**config.mk**
```make
export PLATFORM = sky130hd
export DESIGN_NAME = ale_ctrl
export DESIGN_NICKNAME = d
export VERILOG_FILES = /design/src/rtl/ale_pkg.sv /design/src/rtl/ale_ctrl.sv
export SDC_FILE = /design/constraint.sdc
export NUM_CORES = 1
export LEC_CHECK = 0
export ABC_CLOCK_PERIOD_IN_PS = 8520
export BUFFER_PORTS_ARGS = -buffer_cell sky130_fd_sc_hd__buf_2
export CAP_MARGIN = 10
export CORE_MARGIN = 8
export CORE_UTILIZATION = 35
export CTS_BUF_LIST = sky130_fd_sc_hd__clkbuf_4 sky130_fd_sc_hd__clkbuf_8 sky130_fd_sc_hd__clkbuf_16
export DETAILED_ROUTE_END_ITERATION = 7
export GPL_ROUTABILITY_DRIVEN = 1
export PLACE_DENSITY = 0.55
export SLEW_MARGIN = 20
export SYNTH_ARGS = -nofsm -noshare
export SYNTH_HDL_FRONTEND = slang
export SYNTH_SLANG_ARGS = --single-unit
```
**constraint.sdc**
```tcl
create_clock -name i_clk -period 8.52 [get_ports i_clk]
set_input_delay 1.704 -clock i_clk [delete_from_list [all_inputs] [get_ports i_clk]]
set_output_delay 1.704 -clock i_clk [all_outputs]
set_load 0.05 [all_outputs]
```
**src/rtl/ale_pkg.sv**
```systemverilog
package ale_pkg;

    // default sizing
    localparam int DEF_CAPACITY   = 256;
    localparam int DEF_WORD_WIDTH = 32;

    // fixed field widths
    localparam int ACT_W  = 4;
    localparam int IDX_W  = 8;
    localparam int SPAN_W = 9;
    localparam int DATA_W = 32;
    localparam int LEN_W  = 9;
    localparam int STAT_W = 2;

    // action codes
    localparam logic [ACT_W-1:0] ACT_APPEND       = 4'd0;
    localparam logic [ACT_W-1:0] ACT_POP          = 4'd1;
    localparam logic [ACT_W-1:0] ACT_GET          = 4'd2;
    localparam logic [ACT_W-1:0] ACT_REPLACE      = 4'd3;
    localparam logic [ACT_W-1:0] ACT_REMOVE_AT    = 4'd4;
    localparam logic [ACT_W-1:0] ACT_REMOVE_RANGE = 4'd5;
    localparam logic [ACT_W-1:0] ACT_CONTAINS     = 4'd6;
    localparam logic [ACT_W-1:0] ACT_REMOVE_FIRST = 4'd7;
    localparam logic [ACT_W-1:0] ACT_REMOVE_ALL   = 4'd8;
    localparam logic [ACT_W-1:0] ACT_REVERSE      = 4'd9;

    // status codes
    localparam logic [STAT_W-1:0] ST_OK    = 2'd0;
    localparam logic [STAT_W-1:0] ST_RANGE = 2'd1;
    localparam logic [STAT_W-1:0] ST_EMPTY = 2'd2;
    localparam logic [STAT_W-1:0] ST_FULL  = 2'd3;

    // request and result payloads
    typedef struct packed {
        logic [ACT_W-1:0]  action;
        logic [IDX_W-1:0]  index;
        logic [SPAN_W-1:0] span;
        logic [DATA_W-1:0] value;
    } t_req;

    typedef struct packed {
        logic [DATA_W-1:0] data_out;
        logic              hit;
        logic [LEN_W-1:0]  removed_count;
        logic [LEN_W-1:0]  length;
        logic [STAT_W-1:0] status;
    } t_rsp;

    // result fields other than the data word, from the sequencer
    typedef struct packed {
        logic              hit;
        logic [LEN_W-1:0]  removed_count;
        logic [LEN_W-1:0]  length;
        logic [STAT_W-1:0] status;
    } t_rsp_meta;

    // sequencer states
    typedef enum logic [2:0] {
        S_IDLE,
        S_FETCH,
        S_SCAN,
        S_REV_B,
        S_REV_C,
        S_REV_D
    } t_state;

    // what a scan does with each word it reads
    typedef enum logic [1:0] {
        M_SEARCH,
        M_COPY,
        M_DROP
    } t_mode;

endpackage

```
**src/rtl/ale_ctrl.sv**
```systemverilog
module ale_ctrl #(
    parameter int CAPACITY   = ale_pkg::DEF_CAPACITY,
    parameter int WORD_WIDTH = ale_pkg::DEF_WORD_WIDTH,
    localparam int AW = (CAPACITY > 1) ? $clog2(CAPACITY) : 1
) (
    input  logic                  i_clk,
    input  logic                  i_rst_n,
    input  logic                  i_start,
    input  ale_pkg::t_req         i_req,
    input  logic [WORD_WIDTH-1:0] i_word,
    output logic                  o_busy,
    output logic                  o_done,
    output logic [WORD_WIDTH-1:0] o_word,
    output ale_pkg::t_rsp_meta    o_meta,
    output logic [AW-1:0]         o_rd_addr,
    input  logic [WORD_WIDTH-1:0] i_rd_data,
    output logic                  o_wr_en,
    output logic [AW-1:0]         o_wr_addr,
    output logic [WORD_WIDTH-1:0] o_wr_data
);

    localparam int CW    = $clog2(CAPACITY + 1);
    localparam int EW    = (CW > 10) ? CW : 10;
    localparam int LEN_W = ale_pkg::LEN_W;

    ale_pkg::t_state r_state, n_state;
    ale_pkg::t_mode  r_mode, n_mode;

    logic [CW-1:0]         r_count, n_count;
    logic [CW-1:0]         r_rd, n_rd;
    logic [CW-1:0]         r_wr, n_wr;
    logic [CW-1:0]         r_paddr, n_paddr;
    logic                  r_pend, n_pend;
    logic                  r_done, n_done;
    logic [3:0]            r_act, n_act;
    logic [WORD_WIDTH-1:0] r_word, n_word;
    logic [WORD_WIDTH-1:0] r_data, n_data;
    logic [WORD_WIDTH-1:0] r_hold, n_hold;
    logic                  r_hit, n_hit;
    logic [CW-1:0]         r_removed, n_removed;
    logic [1:0]            r_status, n_status;
    logic [AW-1:0]         r_lo, n_lo;
    logic [AW-1:0]         r_hi, n_hi;

    logic [CW-1:0] cnt_m1;
    logic [EW-1:0] range_end;
    logic          match;
    logic          issue_ok;

    assign cnt_m1    = r_count - 1'b1;
    assign range_end = EW'(i_req.index) + EW'(i_req.span);
    assign match     = (i_rd_data == r_word);

    // control registers
    always_ff @(posedge i_clk) begin
        if (!i_rst_n) begin
            r_state <= ale_pkg::S_IDLE;
            r_mode  <= ale_pkg::M_SEARCH;
            r_count <= '0;
            r_pend  <= 1'b0;
            r_done  <= 1'b0;
        end else begin
            r_state <= n_state;
            r_mode  <= n_mode;
            r_count <= n_count;
            r_pend  <= n_pend;
            r_done  <= n_done;
        end
    end

    // working and result registers
    always_ff @(posedge i_clk) begin
        r_rd      <= n_rd;
        r_wr      <= n_wr;
        r_paddr   <= n_paddr;
        r_act     <= n_act;
        r_word    <= n_word;
        r_data    <= n_data;
        r_hold    <= n_hold;
        r_hit     <= n_hit;
        r_removed <= n_removed;
        r_status  <= n_status;
        r_lo      <= n_lo;
        r_hi      <= n_hi;
    end

    // sequencer
    always_comb begin
        n_state   = r_state;
        n_mode    = r_mode;
        n_count   = r_count;
        n_rd      = r_rd;
        n_wr      = r_wr;
        n_paddr   = r_paddr;
        n_pend    = r_pend;
        n_done    = 1'b0;
        n_act     = r_act;
        n_word    = r_word;
        n_data    = r_data;
        n_hold    = r_hold;
        n_hit     = r_hit;
        n_removed = r_removed;
        n_status  = r_status;
        n_lo      = r_lo;
        n_hi      = r_hi;
        o_rd_addr = '0;
        o_wr_en   = 1'b0;
        o_wr_addr = '0;
        o_wr_data = i_rd_data;
        issue_ok  = 1'b1;

        unique case (r_state)
            ale_pkg::S_IDLE: begin
                if (i_start) begin
                    n_act     = i_req.action;
                    n_word    = i_word;
                    n_data    = '0;
                    n_hit     = 1'b0;
                    n_removed = '0;
                    n_status  = ale_pkg::ST_OK;
                    n_pend    = 1'b0;
                    n_wr      = CW'(i_req.index);
                    unique case (i_req.action)
                        ale_pkg::ACT_APPEND: begin
                            n_done = 1'b1;
                            if (r_count >= CW'(CAPACITY)) begin
                                n_status = ale_pkg::ST_FULL;
                            end else begin
                                o_wr_en   = 1'b1;
                                o_wr_addr = r_count[AW-1:0];
                                o_wr_data = i_word;
                                n_count   = r_count + 1'b1;
                            end
                        end
                        ale_pkg::ACT_POP: begin
                            if (r_count == '0) begin
                                n_status = ale_pkg::ST_EMPTY;
                                n_done   = 1'b1;
                            end else begin
                                n_count   = cnt_m1;
                                o_rd_addr = cnt_m1[AW-1:0];
                                n_state   = ale_pkg::S_FETCH;
                            end
                        end
                        ale_pkg::ACT_GET, ale_pkg::ACT_REPLACE,
                        ale_pkg::ACT_REMOVE_AT: begin
                            if (EW'(i_req.index) >= EW'(r_count)) begin
                                n_status = ale_pkg::ST_RANGE;
                                n_done   = 1'b1;
                            end else begin
                                o_rd_addr = AW'(i_req.index);
                                n_state   = ale_pkg::S_FETCH;
                            end
                        end
                        ale_pkg::ACT_REMOVE_RANGE: begin
                            if (range_end > EW'(r_count)) begin
                                n_status = ale_pkg::ST_RANGE;
                                n_done   = 1'b1;
                            end else begin
                                n_mode  = ale_pkg::M_COPY;
                                n_rd    = CW'(range_end);
                                n_state = ale_pkg::S_SCAN;
                            end
                        end
                        ale_pkg::ACT_CONTAINS, ale_pkg::ACT_REMOVE_FIRST: begin
                            n_mode  = ale_pkg::M_SEARCH;
                            n_rd    = '0;
                            n_state = ale_pkg::S_SCAN;
                        end
                        ale_pkg::ACT_REMOVE_ALL: begin
                            n_mode  = ale_pkg::M_DROP;
                            n_rd    = '0;
                            n_wr    = '0;
                            n_state = ale_pkg::S_SCAN;
                        end
                        ale_pkg::ACT_REVERSE: begin
                            if (r_count < CW'(2)) begin
                                n_done = 1'b1;
                            end else begin
                                // first word of the lowest pair is read now
                                n_lo      = '0;
                                n_hi      = cnt_m1[AW-1:0];
                                o_rd_addr = '0;
                                n_state   = ale_pkg::S_REV_B;
                            end
                        end
                        default: begin
                            n_done = 1'b1;
                        end
                    endcase
                end
            end

            // single word read has landed
            ale_pkg::S_FETCH: begin
                n_data = i_rd_data;
                unique case (r_act)
                    ale_pkg::ACT_REPLACE: begin
                        o_wr_en   = 1'b1;
                        o_wr_addr = r_wr[AW-1:0];
                        o_wr_data = r_word;
                        n_done    = 1'b1;
                        n_state   = ale_pkg::S_IDLE;
                    end
                    ale_pkg::ACT_REMOVE_AT: begin
                        n_mode  = ale_pkg::M_COPY;
                        n_rd    = r_wr + 1'b1;
                        n_state = ale_pkg::S_SCAN;
                    end
                    default: begin
                        n_done  = 1'b1;
                        n_state = ale_pkg::S_IDLE;
                    end
                endcase
            end

            // streaming walk: read ahead one word, act on the word that lands
            ale_pkg::S_SCAN: begin
                if (!r_pend && (r_rd >= r_count)) begin
                    n_done  = 1'b1;
                    n_state = ale_pkg::S_IDLE;
                    if (r_mode != ale_pkg::M_SEARCH) begin
                        n_count = r_wr;
                    end
                end else begin
                    if (r_pend) begin
                        unique case (r_mode)
                            ale_pkg::M_COPY: begin
                                o_wr_en   = 1'b1;
                                o_wr_addr = r_wr[AW-1:0];
                                n_wr      = r_wr + 1'b1;
                            end
                            ale_pkg::M_DROP: begin
                                if (match) begin
                                    n_removed = r_removed + 1'b1;
                                end else begin
                                    o_wr_en   = 1'b1;
                                    o_wr_addr = r_wr[AW-1:0];
                                    n_wr      = r_wr + 1'b1;
                                end
                            end
                            ale_pkg::M_SEARCH: begin
                                if (match) begin
                                    n_hit    = 1'b1;
                                    issue_ok = 1'b0;
                                    n_pend   = 1'b0;
                                    if (r_act == ale_pkg::ACT_REMOVE_FIRST) begin
                                        // close the gap behind the first match
                                        n_data = i_rd_data;
                                        n_mode = ale_pkg::M_COPY;
                                        n_rd   = r_paddr + 1'b1;
                                        n_wr   = r_paddr;
                                    end else begin
                                        n_done  = 1'b1;
                                        n_state = ale_pkg::S_IDLE;
                                    end
                                end
                            end
                            default: begin
                                n_state = ale_pkg::S_IDLE;
                            end
                        endcase
                    end
                    if (issue_ok) begin
                        if (r_rd < r_count) begin
                            o_rd_addr = r_rd[AW-1:0];
                            n_pend    = 1'b1;
                            n_paddr   = r_rd;
                            n_rd      = r_rd + 1'b1;
                        end else begin
                            n_pend = 1'b0;
                        end
                    end
                end
            end

            // low word in hand, read the high word
            ale_pkg::S_REV_B: begin
                n_hold    = i_rd_data;
                o_rd_addr = r_hi;
                n_state   = ale_pkg::S_REV_C;
            end

            // high word lands in the low slot, read the next low word
            ale_pkg::S_REV_C: begin
                o_wr_en   = 1'b1;
                o_wr_addr = r_lo;
                o_wr_data = i_rd_data;
                o_rd_addr = r_lo + 1'b1;
                n_state   = ale_pkg::S_REV_D;
            end

            // held low word into the high slot, read the next high word
            ale_pkg::S_REV_D: begin
                o_wr_en   = 1'b1;
                o_wr_addr = r_hi;
                o_wr_data = r_hold;
                n_hold    = i_rd_data;
                o_rd_addr = r_hi - 1'b1;
                n_lo      = r_lo + 1'b1;
                n_hi      = r_hi - 1'b1;
                if ((AW+1)'(r_lo) + (AW+1)'(2) < (AW+1)'(r_hi)) begin
                    n_state = ale_pkg::S_REV_C;
                end else begin
                    n_done  = 1'b1;
                    n_state = ale_pkg::S_IDLE;
                end
            end

            default: begin
                n_state = ale_pkg::S_IDLE;
            end
        endcase
    end

    // result view
    assign o_busy               = (r_state != ale_pkg::S_IDLE);
    assign o_done               = r_done;
    assign o_word               = r_data;
    assign o_meta.hit           = r_hit;
    assign o_meta.removed_count = LEN_W'(r_removed);
    assign o_meta.length        = LEN_W'(r_count);
    assign o_meta.status        = r_status;

endmodule

```
Word level (Yosys, flattened, before mapping)
Cells that the tools add are included.

Input port bits: 120. Bits in registers: 171. Output and inout port bits: 104. Word-level logic and storage cells: 251.

Equal/unequal tests: 49. Multiplexer cells: 138. Add/sub/neg operators: 10. Reductions and logical operators: 29. Bitwise gates (word level): 1. $lt $le $gt $ge: 7.

Operators with widths (number): $mux 32 (10); $mux 9 (26); $pmux 32 s3 (2); $mux 8 (20); $pmux 9 s2 (5); $pmux 8 s5 (2); $pmux 8 s2 (4); $pmux 9 s3 (2); $add 9x1->9 const B (5); $mux 1 (34); $eq 32x32->1 (1); $mux 3 (10); $ne 3x3->1 const B (10); $eq 4x3->1 const B (6); $mux 2 (11); $reduce_and 10->1 (2); $ne 2x2->1 const B (9); $pmux 3 s6 (1); $reduce_and 6->1 (3); $pmux 3 s5 (1); $reduce_and 7->1 (2); $eq 4x2->1 const B (3); $pmux 2 s3 (2); $add 8x9->10 (1); other kinds (44) (62).

Longest topological paths before layout
Gate-level depths: netlist of the first run.

Word-level depth: 9. Mapped depth: 16. Gate-level depth less buffers: 16.

Worst setup path after synthesis of the first run
OpenSTA, ideal clock, no wires.

Kind: input port to output port. Start: input port i_start. End: output port o_rd_addr[1]. Path buffers: 0. Path slack: 1712 ps. Stages: 4. Data required time: 6816 ps. Arrival time: 5104 ps. Cells stage by stage: inv_1 > nor2_1 > nand3_1 > o21ai_0.

Longest elaborated chain between the ends: 2.

RTL lines: start: declaration (RTL line ale_ctrl.sv:8) `input logic i_start,`; $mux 8 (RTL line ale_ctrl.sv:114) `if (i_start) begin`; $pmux 8 s5 (RTL line ale_ctrl.sv:112) `unique case (r_state)`; end: declaration (RTL line ale_ctrl.sv:15) `output logic [AW-1:0] o_rd_addr,`.

Every way passes these cells.

Final worst setup path of the first run
Start: input port i_rd_data[8]. End: output port o_rd_addr[5].

Longest elaborated chain between the ends: 9.

RTL lines: start: declaration (RTL line ale_ctrl.sv:16) `input logic [WORD_WIDTH-1:0] i_rd_data,`; $eq 32x32->1 (RTL line ale_ctrl.sv:52) `assign match = (i_rd_data == r_word);`; $mux 1 (RTL line ale_ctrl.sv:243) `if (match) begin`; $mux 1 (RTL line ale_ctrl.sv:227) `unique case (r_mode)`; $mux 1 (RTL line ale_ctrl.sv:226) `if (r_pend) begin`; $mux 1 (RTL line ale_ctrl.sv:219) `if (!r_pend && (r_rd >= r_count)) begin`; $mux 1 (RTL line ale_ctrl.sv:112); $mux 8 (RTL line ale_ctrl.sv:264) `if (issue_ok) begin`; $mux 8 (RTL line ale_ctrl.sv:219); $pmux 8 s5 (RTL line ale_ctrl.sv:112).

Every way passes these cells. The select of a mux whose other input is x is not followed.

==> metrics.md, run 1 <==
| Metric | Value |
|---|---|
| Num ports | 224 |
| Post-CTS Setup Bufs | 0 |
| Clk sinks | 171 |
| Mean instance size in the synthesized netlist | 10.02 um^2 |
| Maximum number of pins on one net before global-route repair | 42 |
| Buffers on Ports | 191 |
| Slew HR | 25.50% |
| Critical path endpoint | o_rd_addr[5] |
| Post-detailed-route via-to-cell ratio | 5.601 |
| First-pass GRT wire length | 53010 um |
| Outcome | completed |
| Buffer levels on the longest clock path | 2 |
| Area share of the largest cell type after synthesis | 44.19% |
| Number of setup violations in the final report | 0 |
| Last weighted congestion value of the routability-driven placer | 0.8947 |
| Fraction of registers with async set or reset after synthesis | 0% |
| Slowest Stage Delay on Critical Path | 0.77 ns |
| Source-to-sink clock delay at the later pin of the worst-skew pair | 0.44 ns |
| Overall routed net length | 35270 um |
| Overall die area | 35900 um^2 |
| End-of-flow core utilization | 42.06% |
| Total half-perimeter wirelength after legalization and detailed placement | 26210 um |
| Cts-stage hold buffer count | 0 |
| Total vias in the final route | 9079 |
| Critical path capture point type | output port |
| Clock Skews | 0.01894 ns |
| Antenna violations before repair | 3 |
| Crit-path slowest cell | sky130_fd_sc_hd__nor3_2 |
| Critical-path maximum fanout | 10 |
| Top flip-flop cell by instance count after synthesis | sky130_fd_sc_hd__edfxtp_1 |
| Critical path data required time | 6.82 ns |
| Startpoint of the lowest-slack register-to-register path | r_word[8] |
| Highest clock rate | 155.5 MHz |
| Total Neg Setup Slack | 0 ns |
| Total grt overflow | 0 |
| First-pass DRT Iterations | 6 |
| TritonCTS clock tree | done |
| Overall power after layout | 2.646 mW |
| Cells after synthesis | 1051 |
| Share of the yosys chip area belonging to registers | 47.23% |
| Number of global-route vias before repair | 8711 |
| Synthesis-stage register bit count | 171 |
| Largest delay share family, worst path | simple AND/OR/NAND/NOR gates |
| Signal arrival time at the worst endpoint | 4.73 ns |
| Max Slew Vio Count | 0 |
| Leakage power figure | 4.908 nW |
| Post-synth net total | 1225 |
| Starting density of the core | 35.54% |
| Number of cells upsized or downsized after cts | 0 |
| Post-detailed-route wirelength per cell | 21.76 um |
| Clock root buffer | sky130_fd_sc_hd__clkbuf_16 |
| Share of cells above drive strength 1 | 20.93% |
| CP bufs+invs | 2 |
| Worst path depth | 9 |
| Capture point of the worst reg-to-reg path | o_word[4] |
| Synthesis warning total | 0 |
| Max-capacitance violation count | 0 |
| Overall Global Routing Usage | 19.11% |
| Number of synthesized flops with an enable pin | 155 |
| Clk pin slew, worst setup/hold paths | 0.07 ns |
| Number of fill cells | 2977 |
| Multi-input combinational cell area | 5220 um^2 |
| Top cells by count, synth | sky130_fd_sc_hd__edfxtp_1, sky130_fd_sc_hd__nand2_1, sky130_fd_sc_hd__nor2_1 |
| Register-to-Register Path Depth | 7 |
| Kind of launch point of the worst setup path | input port |
| Core region area | 29640 um^2 |
| Startpoint of the worst hold path | r_mode[0] |
| Actual transition at the worst max-transition pin | 1.118 ns |
| Kind of critical path | input port to output port |
| Final hold violation count | 0 |
| Count leader, synth | sky130_fd_sc_hd__edfxtp_1 |
| Cell variety after synth | 68 |
| PD cells | 212.3 nW/um^2 |
| Min-delay worst type | flop to flop |
| Area growth, synth to finish | 18.33% |
| RSZ-0062 raised after global routing | no |
| Crit path time final | 6.432 ns |
| Remaining number of nets flagged by the antenna check after routing | 0 |
| Net count of the finished layout | 1390 |
| Die height | 189.5 um |
| Post-synthesis instance area | 10530 um^2 |
| Area contributors post-synth | sky130_fd_sc_hd__edfxtp_1, sky130_fd_sc_hd__ha_1, sky130_fd_sc_hd__nand2_1 |
| Library cell occupying the most area in the post-synthesis netlist | sky130_fd_sc_hd__edfxtp_1 |
| Num rows | 63 |
| Violation count after the first detailed-routing iteration | 1072 |
| Worst ir drop on vdd | 0.1362 mV |
| Worst-case register-to-register setup slack | 4.65 ns |
| Inserted Clock Buffers | 17 |
| Post-route fraction of the period consumed by the critical path | 75.49% |
| Die boundary width | 189.5 um |
| Ordered list of cells on the worst path | buf_2, xor2_1, nor4_1, nand4_1, nor3_2, nor3_2, a221oi_1, o21ai_0, buf_2 |
| DR DRC count | 0 |
| Combined flip-flop and latch cell area | 4975 um^2 |
| Crit path from | i_rd_data[8] |
| H-tree depth | 4 |
cell usage in the layout (no fill, tap or decap), types with 5 or more instances in the layout:
master and instances:
sky130_fd_sc_hd__and3_1 11, sky130_fd_sc_hd__o21ai_0 38, sky130_fd_sc_hd__a221o_1 9, sky130_fd_sc_hd__edfxtp_1 155, sky130_fd_sc_hd__o31ai_1 5, sky130_fd_sc_hd__nand4_1 10, sky130_fd_sc_hd__a21o_1 6, sky130_fd_sc_hd__nand2b_1 9
sky130_fd_sc_hd__o32ai_1 8, sky130_fd_sc_hd__nand2_1 130, sky130_fd_sc_hd__a21oi_1 54, sky130_fd_sc_hd__inv_1 37, sky130_fd_sc_hd__a211oi_1 5, sky130_fd_sc_hd__xnor2_1 31, sky130_fd_sc_hd__buf_2 191, sky130_fd_sc_hd__dfxtp_1 16
sky130_fd_sc_hd__ha_1 53, sky130_fd_sc_hd__nor4_1 18, sky130_fd_sc_hd__nor2b_1 40, sky130_fd_sc_hd__buf_4 12, sky130_fd_sc_hd__xor2_1 55, sky130_fd_sc_hd__a221oi_1 9, sky130_fd_sc_hd__nand3_1 35, sky130_fd_sc_hd__or4_1 6
sky130_fd_sc_hd__o211ai_1 12, sky130_fd_sc_hd__nor3_1 12, sky130_fd_sc_hd__a222oi_1 33, sky130_fd_sc_hd__clkbuf_16 17, sky130_fd_sc_hd__a22oi_1 10, sky130_fd_sc_hd__nor2_1 87, sky130_fd_sc_hd__a31oi_1 7, sky130_fd_sc_hd__or2_2 5
sky130_fd_sc_hd__mux2i_1 18
layout make-up:
| cell class | count | share of cell area [%] |
|---|---|---|
| repair buffers | 203 | 8.392 |
| well taps | 390 | 3.915 |
| diodes | 3 | 0.06023 |
| inverters | 40 | 1.205 |
| flip-flops and latches | 171 | 39.91 |
| clock inverters | 14 | 1.225 |
| clock buffers | 17 | 3.413 |
| multi-input cells | 783 | 41.88 |
registers in the layout (all words and copies together), names as in the netlist:
signal and count:
r_word 32, o_word 32, r_lo 8, r_mode 2
r_rd 9, r_hi 8, r_hold 32, r_act 4
r_count 9, r_hit 1, r_wr 9, r_removed 9
o_done 1, r_pend 1, r_paddr 9, r_status 2
r_state 3
worst min-delay path, cell delays in order (launching register included):
cell	delay, ns
sky130_fd_sc_hd__dfxtp_1	0.33
sky130_fd_sc_hd__nand2_1	0.06
sky130_fd_sc_hd__mux2i_1	0.05
power breakdown:
group / internal (mW) / switching, mW / leakage [nW]
Clock: 0.389 / 0.382 / 0.280
Sequential: 1.03 / 0.0707 / 1.63
Combinational: 0.205 / 0.568 / 3.00
Total: 1.63 / 1.02 / 4.91
kinds of logic after synthesis:
| logic type | count (synthesis) | share of synthesized area, % |
|---|---|---|
| compound gates | 229 | 15.56 |
| flops | 171 | 47.23 |
| xor+xnor | 86 | 7.150 |
| buf+inv | 97 | 3.587 |
| fa+ha+maj | 54 | 6.485 |
| mux | 21 | 2.031 |
| simple gates | 393 | 17.96 |
per-stage QoR:
step	area (um^2)	hold slack (ns)	worst slack, ns	cells
after floorplan	10530	0.4549	1.712	1051
after global placement	11880	0.4716	2.147	1587
after detailed placement	11880	0.4798	2.131	1587
after CTS	12460	0.4893	2.125	1618
after global routing	12460	0.5225	1.927	1619
final	12460	0.4877	2.088	1621
worst min-delay path by stage:
stage	endpoint	cells past startpoint
global route	r_mode[0]	2
CTS	r_mode[0]	2
finish	r_mode[0]	2
detailed placement	r_mode[0]	2
global placement	r_mode[0]	2
floorplan	r_mode[1]	2
routing by layer:
layer  share of wire (%)  global-route usage (%)  wire length (um)
met1                  45                   26.42             15740
met4                 1.5                   5.292               521
met2                  45                   29.91             15960
met5               0.060                       0                21
met3                 8.6                   3.826              3030
(Power assumes the default switching activity.)
==> run 2: changes to the inputs <==
--- a/config.mk
+++ b/config.mk
@@ -5,7 +5,7 @@
 export SDC_FILE = /design/constraint.sdc
 export NUM_CORES = 1
 export LEC_CHECK = 0
-export ABC_CLOCK_PERIOD_IN_PS = 8520
+export ABC_CLOCK_PERIOD_IN_PS = 6150
 export BUFFER_PORTS_ARGS = -buffer_cell sky130_fd_sc_hd__buf_2
 export CAP_MARGIN = 10
 export CORE_MARGIN = 8
==> constraint.sdc (replaced) <==
create_clock -name i_clk -period 6.15 [get_ports i_clk]
set_input_delay 1.23 -clock i_clk [delete_from_list [all_inputs] [get_ports i_clk]]
set_output_delay 1.23 -clock i_clk [all_outputs]
set_load 0.05 [all_outputs]
==> metrics.md, run 2 (synthesis gave the netlist of run 1 again) <==
| Metric | Value |
|---|---|
| Combined flip-flop and latch cell area | 4975 um^2 (unchanged) |
| DP Area | 11910 um^2 (was 11880 um^2) |
| Dpl ws | 0.8169 ns (was 2.131 ns) |
| Area growth, synth to finish | 19.03% (was 18.33%) |
| Violation count after the first detailed-routing iteration | 976 (was 1072) |
| Overall die area | 35900 um^2 (unchanged) |
| RSZ-0062 raised after global routing | no (unchanged) |
| Clock Skews | 0.01943 ns (was 0.01894 ns) |
| Maximum number of pins on one net before global-route repair | 41 (was 42) |
| Post-route design area | 12540 um^2 (was 12460 um^2) |
| Number of fill cells | 2935 (was 2977) |
| Remaining number of nets flagged by the antenna check after routing | 0 (unchanged) |
| Antenna violations before repair | 2 (was 3) |
| Max-capacitance violation count | 0 (unchanged) |
| Crit path time final | 5.322 ns |
| Critical-path maximum fanout | 9 (was 10) |
| Startpoint of the lowest-slack register-to-register path | r_word[16] (was r_word[8]) |
| Post-route fraction of the period consumed by the critical path | 86.53% |
| Net count of the finished layout | 1393 (was 1390) |
| Highest clock rate | 187.9 MHz |
| Total Neg Setup Slack | 0 ns (unchanged) |
| Clk pin slew, worst setup/hold paths | 0.07 ns (about the same) |
| Most frequent cells in the layout | sky130_fd_sc_hd__buf_2, sky130_fd_sc_hd__edfxtp_1, sky130_fd_sc_hd__nand2_1 (unchanged) |
| Most common cell after layout, fill and taps aside | sky130_fd_sc_hd__buf_2 (unchanged) |
| Buffer levels on the longest clock path | 2 (unchanged) |
| Post-detailed-route wirelength per cell | 21.82 um (was 21.76 um) |
| # placed instances | 1590 (was 1587) |
| Actual transition at the worst max-transition pin | 1.190 ns (was 1.118 ns) |
| First-pass GRT wire length | 53650 um (was 53010 um) |
| Capture point of the worst reg-to-reg path | o_word[4] (unchanged) |
| Share of cells above drive strength 1 | 21.19% (was 20.93%) |
| Signal arrival time at the worst endpoint | 4.09 ns (was 4.73 ns) |
| Kind of critical path | input port to output port (unchanged) |
| Buffers on Ports | 191 (unchanged) |
| Outcome | completed (unchanged) |
| Worst ir drop on vdd | 0.1746 mV (was 0.1362 mV) |
| Slew HR | 20.64% (was 25.50%) |
| Multi-input combinational cell area | 5225 um^2 (was 5220 um^2) |
| Number of global-route vias before repair | 8912 (was 8711) |
| PD cells | 298.3 nW/um^2 (was 212.3 nW/um^2) |
| Num ports | 224 (unchanged) |
| Last weighted congestion value of the routability-driven placer | 0.9141 (was 0.8947) |
| Clock root buffer | sky130_fd_sc_hd__clkbuf_16 (unchanged) |
| Number of setup violations in the final report | 0 (unchanged) |
| Starting density of the core | 35.54% (unchanged) |
| Register-to-Register Path Depth | 8 (was 7) |
| Worst-case register-to-register setup slack | 2.56 ns (was 4.65 ns) |
| Clk sinks | 171 (unchanged) |
| Critical path capture point type | output port (unchanged) |
| Leakage power figure | 4.948 nW (was 4.908 nW) |
| Die boundary width | 189.5 um (unchanged) |
| Crit path setup slack, layout | 0.8284 ns (was 2.088 ns) |
| Crit path from | i_rd_data[8] (unchanged) |
| Min-delay worst type | flop to flop (unchanged) |
| Num rows | 63 (unchanged) |
| H-tree depth | 4 (unchanged) |
| Core region area | 29640 um^2 (unchanged) |
| Source-to-sink clock delay at the later pin of the worst-skew pair | 0.44 ns (about the same) |
| Overall routed net length | 35410 um (was 35270 um) |
| Total vias in the final route | 9175 (was 9079) |
| Inserted Clock Buffers | 17 (unchanged) |
| First-pass DRT Iterations | 7 (was 6) |
| Critical path data required time | 4.92 ns (was 6.82 ns) |
| Kind of launch point of the worst setup path | input port (unchanged) |
| Cts-stage hold buffer count | 0 (unchanged) |
| Fin cells | 1623 (was 1621) |
| Die height | 189.5 um (unchanged) |
| Critical path endpoint | o_wr_addr[5] (was o_rd_addr[5]) |
| Number of cells upsized or downsized after cts | 0 (unchanged) |
| Total grt overflow | 0 (unchanged) |
| Post-detailed-route via-to-cell ratio | 5.653 (was 5.601) |
| Post-CTS Setup Bufs | 0 (unchanged) |
| Final hold violation count | 0 (unchanged) |
| TritonCTS clock tree | done (unchanged) |
| Total half-perimeter wirelength after legalization and detailed placement | 26170 um (was 26210 um) |
| Overall Global Routing Usage | 19.18% (was 19.11%) |
| DR DRC count | 0 (unchanged) |
| Max Slew Vio Count | 0 (unchanged) |
-- run 2: per-layer routing --
metal / wire [um] / track usage, %
met1: 16030 / 26.78
met2: 15720 / 29.25
met3: 2905 / 4.121
met4: 743 / 5.863
met5: 14 / 0
-- run 2: worst min path at each step --
| stage | slack, ns | startpoint | to | cells past startpoint |
|---|---|---|---|---|
| after floorplan | 0.45 | r_mode[1] | r_mode[1] | 2 |
| final | 0.49 | r_mode[1] | r_mode[1] | 2 |
| after CTS | 0.50 | r_mode[1] | r_mode[1] | 2 |
| after global routing | 0.52 | r_mode[1] | r_mode[1] | 2 |
| after global placement | 0.47 | r_mode[1] | r_mode[1] | 2 |
| after detailed placement | 0.49 | r_mode[1] | r_mode[1] | 2 |
-- run 2: layout make-up --
type                            instances  share of cell area [%]
Clock inverter                         15                   1.627
Tap cell                              390                   3.892
Timing Repair Buffer                  206                   8.522
Antenna cell                            1                 0.01996
Multi-Input combinational cell        783                   41.67
Sequential cell                       171                   39.68
Inverter                               40                   1.197
Clock buffer                           17                   3.393
-- run 2: worst max-delay path: stages --
cell                      delay, ns
sky130_fd_sc_hd__buf_2         0.13
sky130_fd_sc_hd__xor2_1        0.15
sky130_fd_sc_hd__nor4_1        0.39
sky130_fd_sc_hd__nand4_1       0.43
sky130_fd_sc_hd__or2_2         0.46
sky130_fd_sc_hd__a21oi_1       0.19
sky130_fd_sc_hd__o22ai_1       0.40
sky130_fd_sc_hd__a221o_1       0.48
sky130_fd_sc_hd__buf_2         0.23
-- run 2: where the power goes --
| part | leakage [nW] | internal, mW | total (mW) | switching [mW] |
|---|---|---|---|---|
| registers | 1.63 | 1.43 | 1.53 | 0.0990 |
| clock network | 0.303 | 0.565 | 1.14 | 0.571 |
| logic | 3.02 | 0.285 | 1.08 | 0.791 |
| total | 4.95 | 2.28 | 3.74 | 1.46 |
-- run 2: per-stage QoR --
step / utilization [%] / hold WS (ns) / total power [mW]
2_1_floorplan: - / 0.4549 / 2.284
3_3_place_gp: 40.16 / 0.4744 / 2.618
3_5_place_dp: 40.17 / 0.4858 / 2.625
4_1_cts: 42.30 / 0.4959 / 3.764
5_1_grt: 42.30 / 0.5229 / 3.904
6_report: 42.30 / 0.4919 / 3.740
==> run 3: changes to the inputs <==
--- a/config.mk
+++ b/config.mk
@@ -14,6 +14,7 @@
 export DETAILED_ROUTE_END_ITERATION = 7
 export GPL_ROUTABILITY_DRIVEN = 1
 export PLACE_DENSITY = 0.55
+export RECOVER_POWER = 50
 export SLEW_MARGIN = 20
 export SYNTH_ARGS = -nofsm -noshare
 export SYNTH_HDL_FRONTEND = slang
==> metrics.md, run 3 (synthesis gave the netlist of run 1 again) <==
| Metric | Value |
|---|---|
| Num ports | 224 (unchanged) |
| Most frequent cells in the layout | sky130_fd_sc_hd__edfxtp_1, sky130_fd_sc_hd__nand2_1, sky130_fd_sc_hd__clkbuf_1 (was sky130_fd_sc_hd__buf_2, sky130_fd_sc_hd__edfxtp_1, sky130_fd_sc_hd__nand2_1) |
| Overall Global Routing Usage | 19.18% (unchanged) |
| Total half-perimeter wirelength after legalization and detailed placement | 26170 um (unchanged) |
| Net switching power of the design | 1.464 mW (was 1.460 mW) |
| Critical-path maximum fanout | 40 (was 9) |
| Area growth, synth to finish | 17.64% (was 19.03%) |
| Inserted Clock Buffers | 17 (unchanged) |
| Post-detailed-route wirelength per cell | 21.80 um (was 21.82 um) |
| Post-CTS Setup Bufs | 0 (unchanged) |
| Overall routed net length | 35390 um (was 35410 um) |
| Crit path time final | 5.564 ns (was 5.322 ns) |
| Kind of critical path | flop to output port (was input port to output port) |
| Largest delay share family, worst path | buffers and inverters (was simple AND/OR/NAND/NOR gates) |
| Final hold violation count | 0 (unchanged) |
| Die boundary width | 189.5 um (unchanged) |
| Reg power frac | 41.1% (was 40.9%) |
| Max Slew Vio Count | 149 (was 0) |
| Net count of the finished layout | 1393 (unchanged) |
| Highest clock rate | 179.7 MHz (was 187.9 MHz) |
| Clock root buffer | sky130_fd_sc_hd__clkbuf_16 (unchanged) |
| Last weighted congestion value of the routability-driven placer | 0.9141 (unchanged) |
| Capture point of the worst reg-to-reg path | r_count[6] (was o_word[4]) |
| Startpoint of the lowest-slack register-to-register path | r_state[2] (was r_word[16]) |
| Fin cells | 1623 (unchanged) |
| Number of setup violations in the final report | 0 (unchanged) |
| Buffers on Ports | 191 (unchanged) |
| Hold Path Sink | r_mode[1] (unchanged) |
| Total Neg Setup Slack | 0 ns (unchanged) |
| # placed instances | 1590 (unchanged) |
| Kind of launch point of the worst setup path | flop (was input port) |
| Critical path capture point type | output port (unchanged) |
| Slowest Stage Delay on Critical Path | 1.82 ns (was 0.48 ns) |
| Number of cells upsized or downsized after cts | 0 (unchanged) |
| DR DRC count | 6 (was 0) |
| Num rows | 63 (unchanged) |
| Violations in the final reports | design-rule violations, max-capacitance violations, max-slew violations |
| Actual transition at the worst max-transition pin | 2.546 ns (was 1.190 ns) |
| Post-route design area | 12390 um^2 (was 12540 um^2) |
| Source-to-sink clock delay at the later pin of the worst-skew pair | 0.45 ns (was 0.44 ns) |
| First-pass DRT Iterations | 8 (was 7) |
| Leakage power figure | 4.627 nW (was 4.948 nW) |
| Post-detailed-route via-to-cell ratio | 5.646 (was 5.653) |
| Depth of the worst hold-timing path | 2 (unchanged) |
| Signal arrival time at the worst endpoint | 4.33 ns (was 4.09 ns) |
| Starting density of the core | 35.54% (unchanged) |
| Most common cell after layout, fill and taps aside | sky130_fd_sc_hd__edfxtp_1 (was sky130_fd_sc_hd__buf_2) |
| Core region area | 29640 um^2 (unchanged) |
| Worst-case register-to-register setup slack | 1.75 ns (was 2.56 ns) |
| Slew HR | -69.70% (was 20.64%) |
| Clock Skews | 0.01977 ns (was 0.01943 ns) |
| Total vias in the final route | 9163 (was 9175) |
| Remaining number of nets flagged by the antenna check after routing | 0 (unchanged) |
| Share of total power consumed by net switching | 39.31% (was 39.05%) |
| Overall die area | 35900 um^2 (unchanged) |
| Number of fill cells | 2972 (was 2935) |
| Post-route fraction of the period consumed by the critical path | 90.47% (was 86.53%) |
| Ordered list of cells on the worst path | or2_2, nor2_2, inv_1, nor2_4, clkbuf_1, a221o_1, buf_2 (was buf_2, xor2_1, nor4_1, nand4_1, or2_2, a21oi_1, o22ai_1, a221o_1, buf_2) |
| H-tree depth | 4 (unchanged) |
| Clk pin slew, worst setup/hold paths | 0.07 ns (about the same) |
| Violation count after the first detailed-routing iteration | 1012 (was 976) |
| Min-delay worst type | flop to flop (unchanged) |
| PD cells | 300.6 nW/um^2 (was 298.3 nW/um^2) |
| Worst ir drop on vdd | 0.1760 mV (was 0.1746 mV) |
| Total grt overflow | 0 (unchanged) |
| Startpoint of the worst hold path | r_mode[1] (unchanged) |
| Cts-stage hold buffer count | 0 (unchanged) |
| Register-to-Register Path Depth | 9 (was 8) |
| Max-capacitance violation count | 4 (was 0) |
| Buffer levels on the longest clock path | 2 (unchanged) |
| CP bufs+invs | 3 (was 2) |
| RSZ-0062 raised after global routing | no (unchanged) |
| TritonCTS clock tree | done (unchanged) |
| Critical path data required time | 4.92 ns (about the same) |
| Portion of total power attributed to combinational logic | 28.3% (was 28.8%) |
| Share of cells above drive strength 1 | 12.50% (was 21.19%) |
| DP Area | 11910 um^2 (unchanged) |
| Worst hold slack | 0.4888 ns (was 0.4919 ns) |
| First-pass GRT wire length | 53650 um (unchanged) |
| Clk sinks | 171 (unchanged) |
| Antenna violations before repair | 2 (unchanged) |
| Clock share of power | 30.6% (was 30.4%) |
| Outcome | finished with violations (was completed) |
| Maximum number of pins on one net before global-route repair | 41 (unchanged) |
| Die height | 189.5 um (unchanged) |
| Int Power | 2.261 mW (was 2.279 mW) |
| Crit-path slowest cell | sky130_fd_sc_hd__clkbuf_1 (was sky130_fd_sc_hd__a221o_1) |
| Number of global-route vias before repair | 8912 (unchanged) |
-- run 3: cell types whose count changed in the layout (fill, tap and decap cells not counted) --
cell                       change
sky130_fd_sc_hd__clkbuf_1    +107
sky130_fd_sc_hd__buf_2       -102
sky130_fd_sc_hd__buf_4         -5
-- run 3: layer usage --
| layer | vias up | global-route usage, % | part of all wire [%] |
|---|---|---|---|
| li1 | 4277 | - | - |
| met5 | - | 0 | 0.040 |
| met1 | 4406 | 26.78 | 45 |
| met4 | 2 | 5.863 | 2.0 |
| met3 | 45 | 4.121 | 8.5 |
| met2 | 433 | 29.25 | 44 |
-- run 3: layout make-up --
class / count / area (um^2) / share of cell area [%]
multi-input combinational: 783 / 5225 / 42.16
clock buffer: 17 / 425.4 / 3.433
timing repair buffer: 206 / 922.1 / 7.441
sequential: 171 / 4975 / 40.15
tap: 390 / 488.0 / 3.938
clock inverter: 15 / 203.9 / 1.646
inverter: 40 / 150.1 / 1.212
antenna: 1 / 2.502 / 0.02019
-- run 3: through the flow --
| stage | setup slack, ns | total power, mW | utilization (%) |
|---|---|---|---|
| 2_1_floorplan | 0.2899 | 2.284 | - |
| 3_3_place_gp | 0.8756 | 2.618 | 40.16 |
| 3_5_place_dp | 0.8169 | 2.625 | 40.17 |
| 4_1_cts | 0.8172 | 3.764 | 42.30 |
| 5_1_grt | 0.3331 | 3.888 | 41.81 |
| 6_report | 0.5858 | 3.725 | 41.81 |
-- run 3: worst max-delay path by stage --
stage | startpoint | endpoint | slack, ns | depth (start not counted)
final | r_state[2] | o_rd_addr[0] | 0.59 | 7
after CTS | i_rd_data[8] | o_wr_addr[5] | 0.82 | 9
after global placement | i_rd_data[8] | o_wr_addr[5] | 0.88 | 9
after detailed placement | i_rd_data[8] | o_wr_addr[5] | 0.82 | 9
after floorplan | i_start | o_rd_addr[1] | 0.29 | 4
after global routing | r_state[2] | o_rd_addr[0] | 0.33 | 7
-- run 3: worst min-delay path, stage by stage (launching register included) --
cell,delay [ns]
sky130_fd_sc_hd__dfxtp_1,0.33
sky130_fd_sc_hd__nand2_1,0.06
sky130_fd_sc_hd__mux2i_1,0.06
-- run 3: power groups by stage --
stage | registers, mW | logic, mW | clock network [mW]
final | 1.53 | 1.05 | 1.14
after global routing | 1.55 | 1.14 | 1.21
after CTS | 1.53 | 1.08 | 1.16
after detailed placement | 1.55 | 1.07 | 0
after global placement | 1.55 | 1.07 | 0
after floorplan | 1.71 | 0.572 | 0
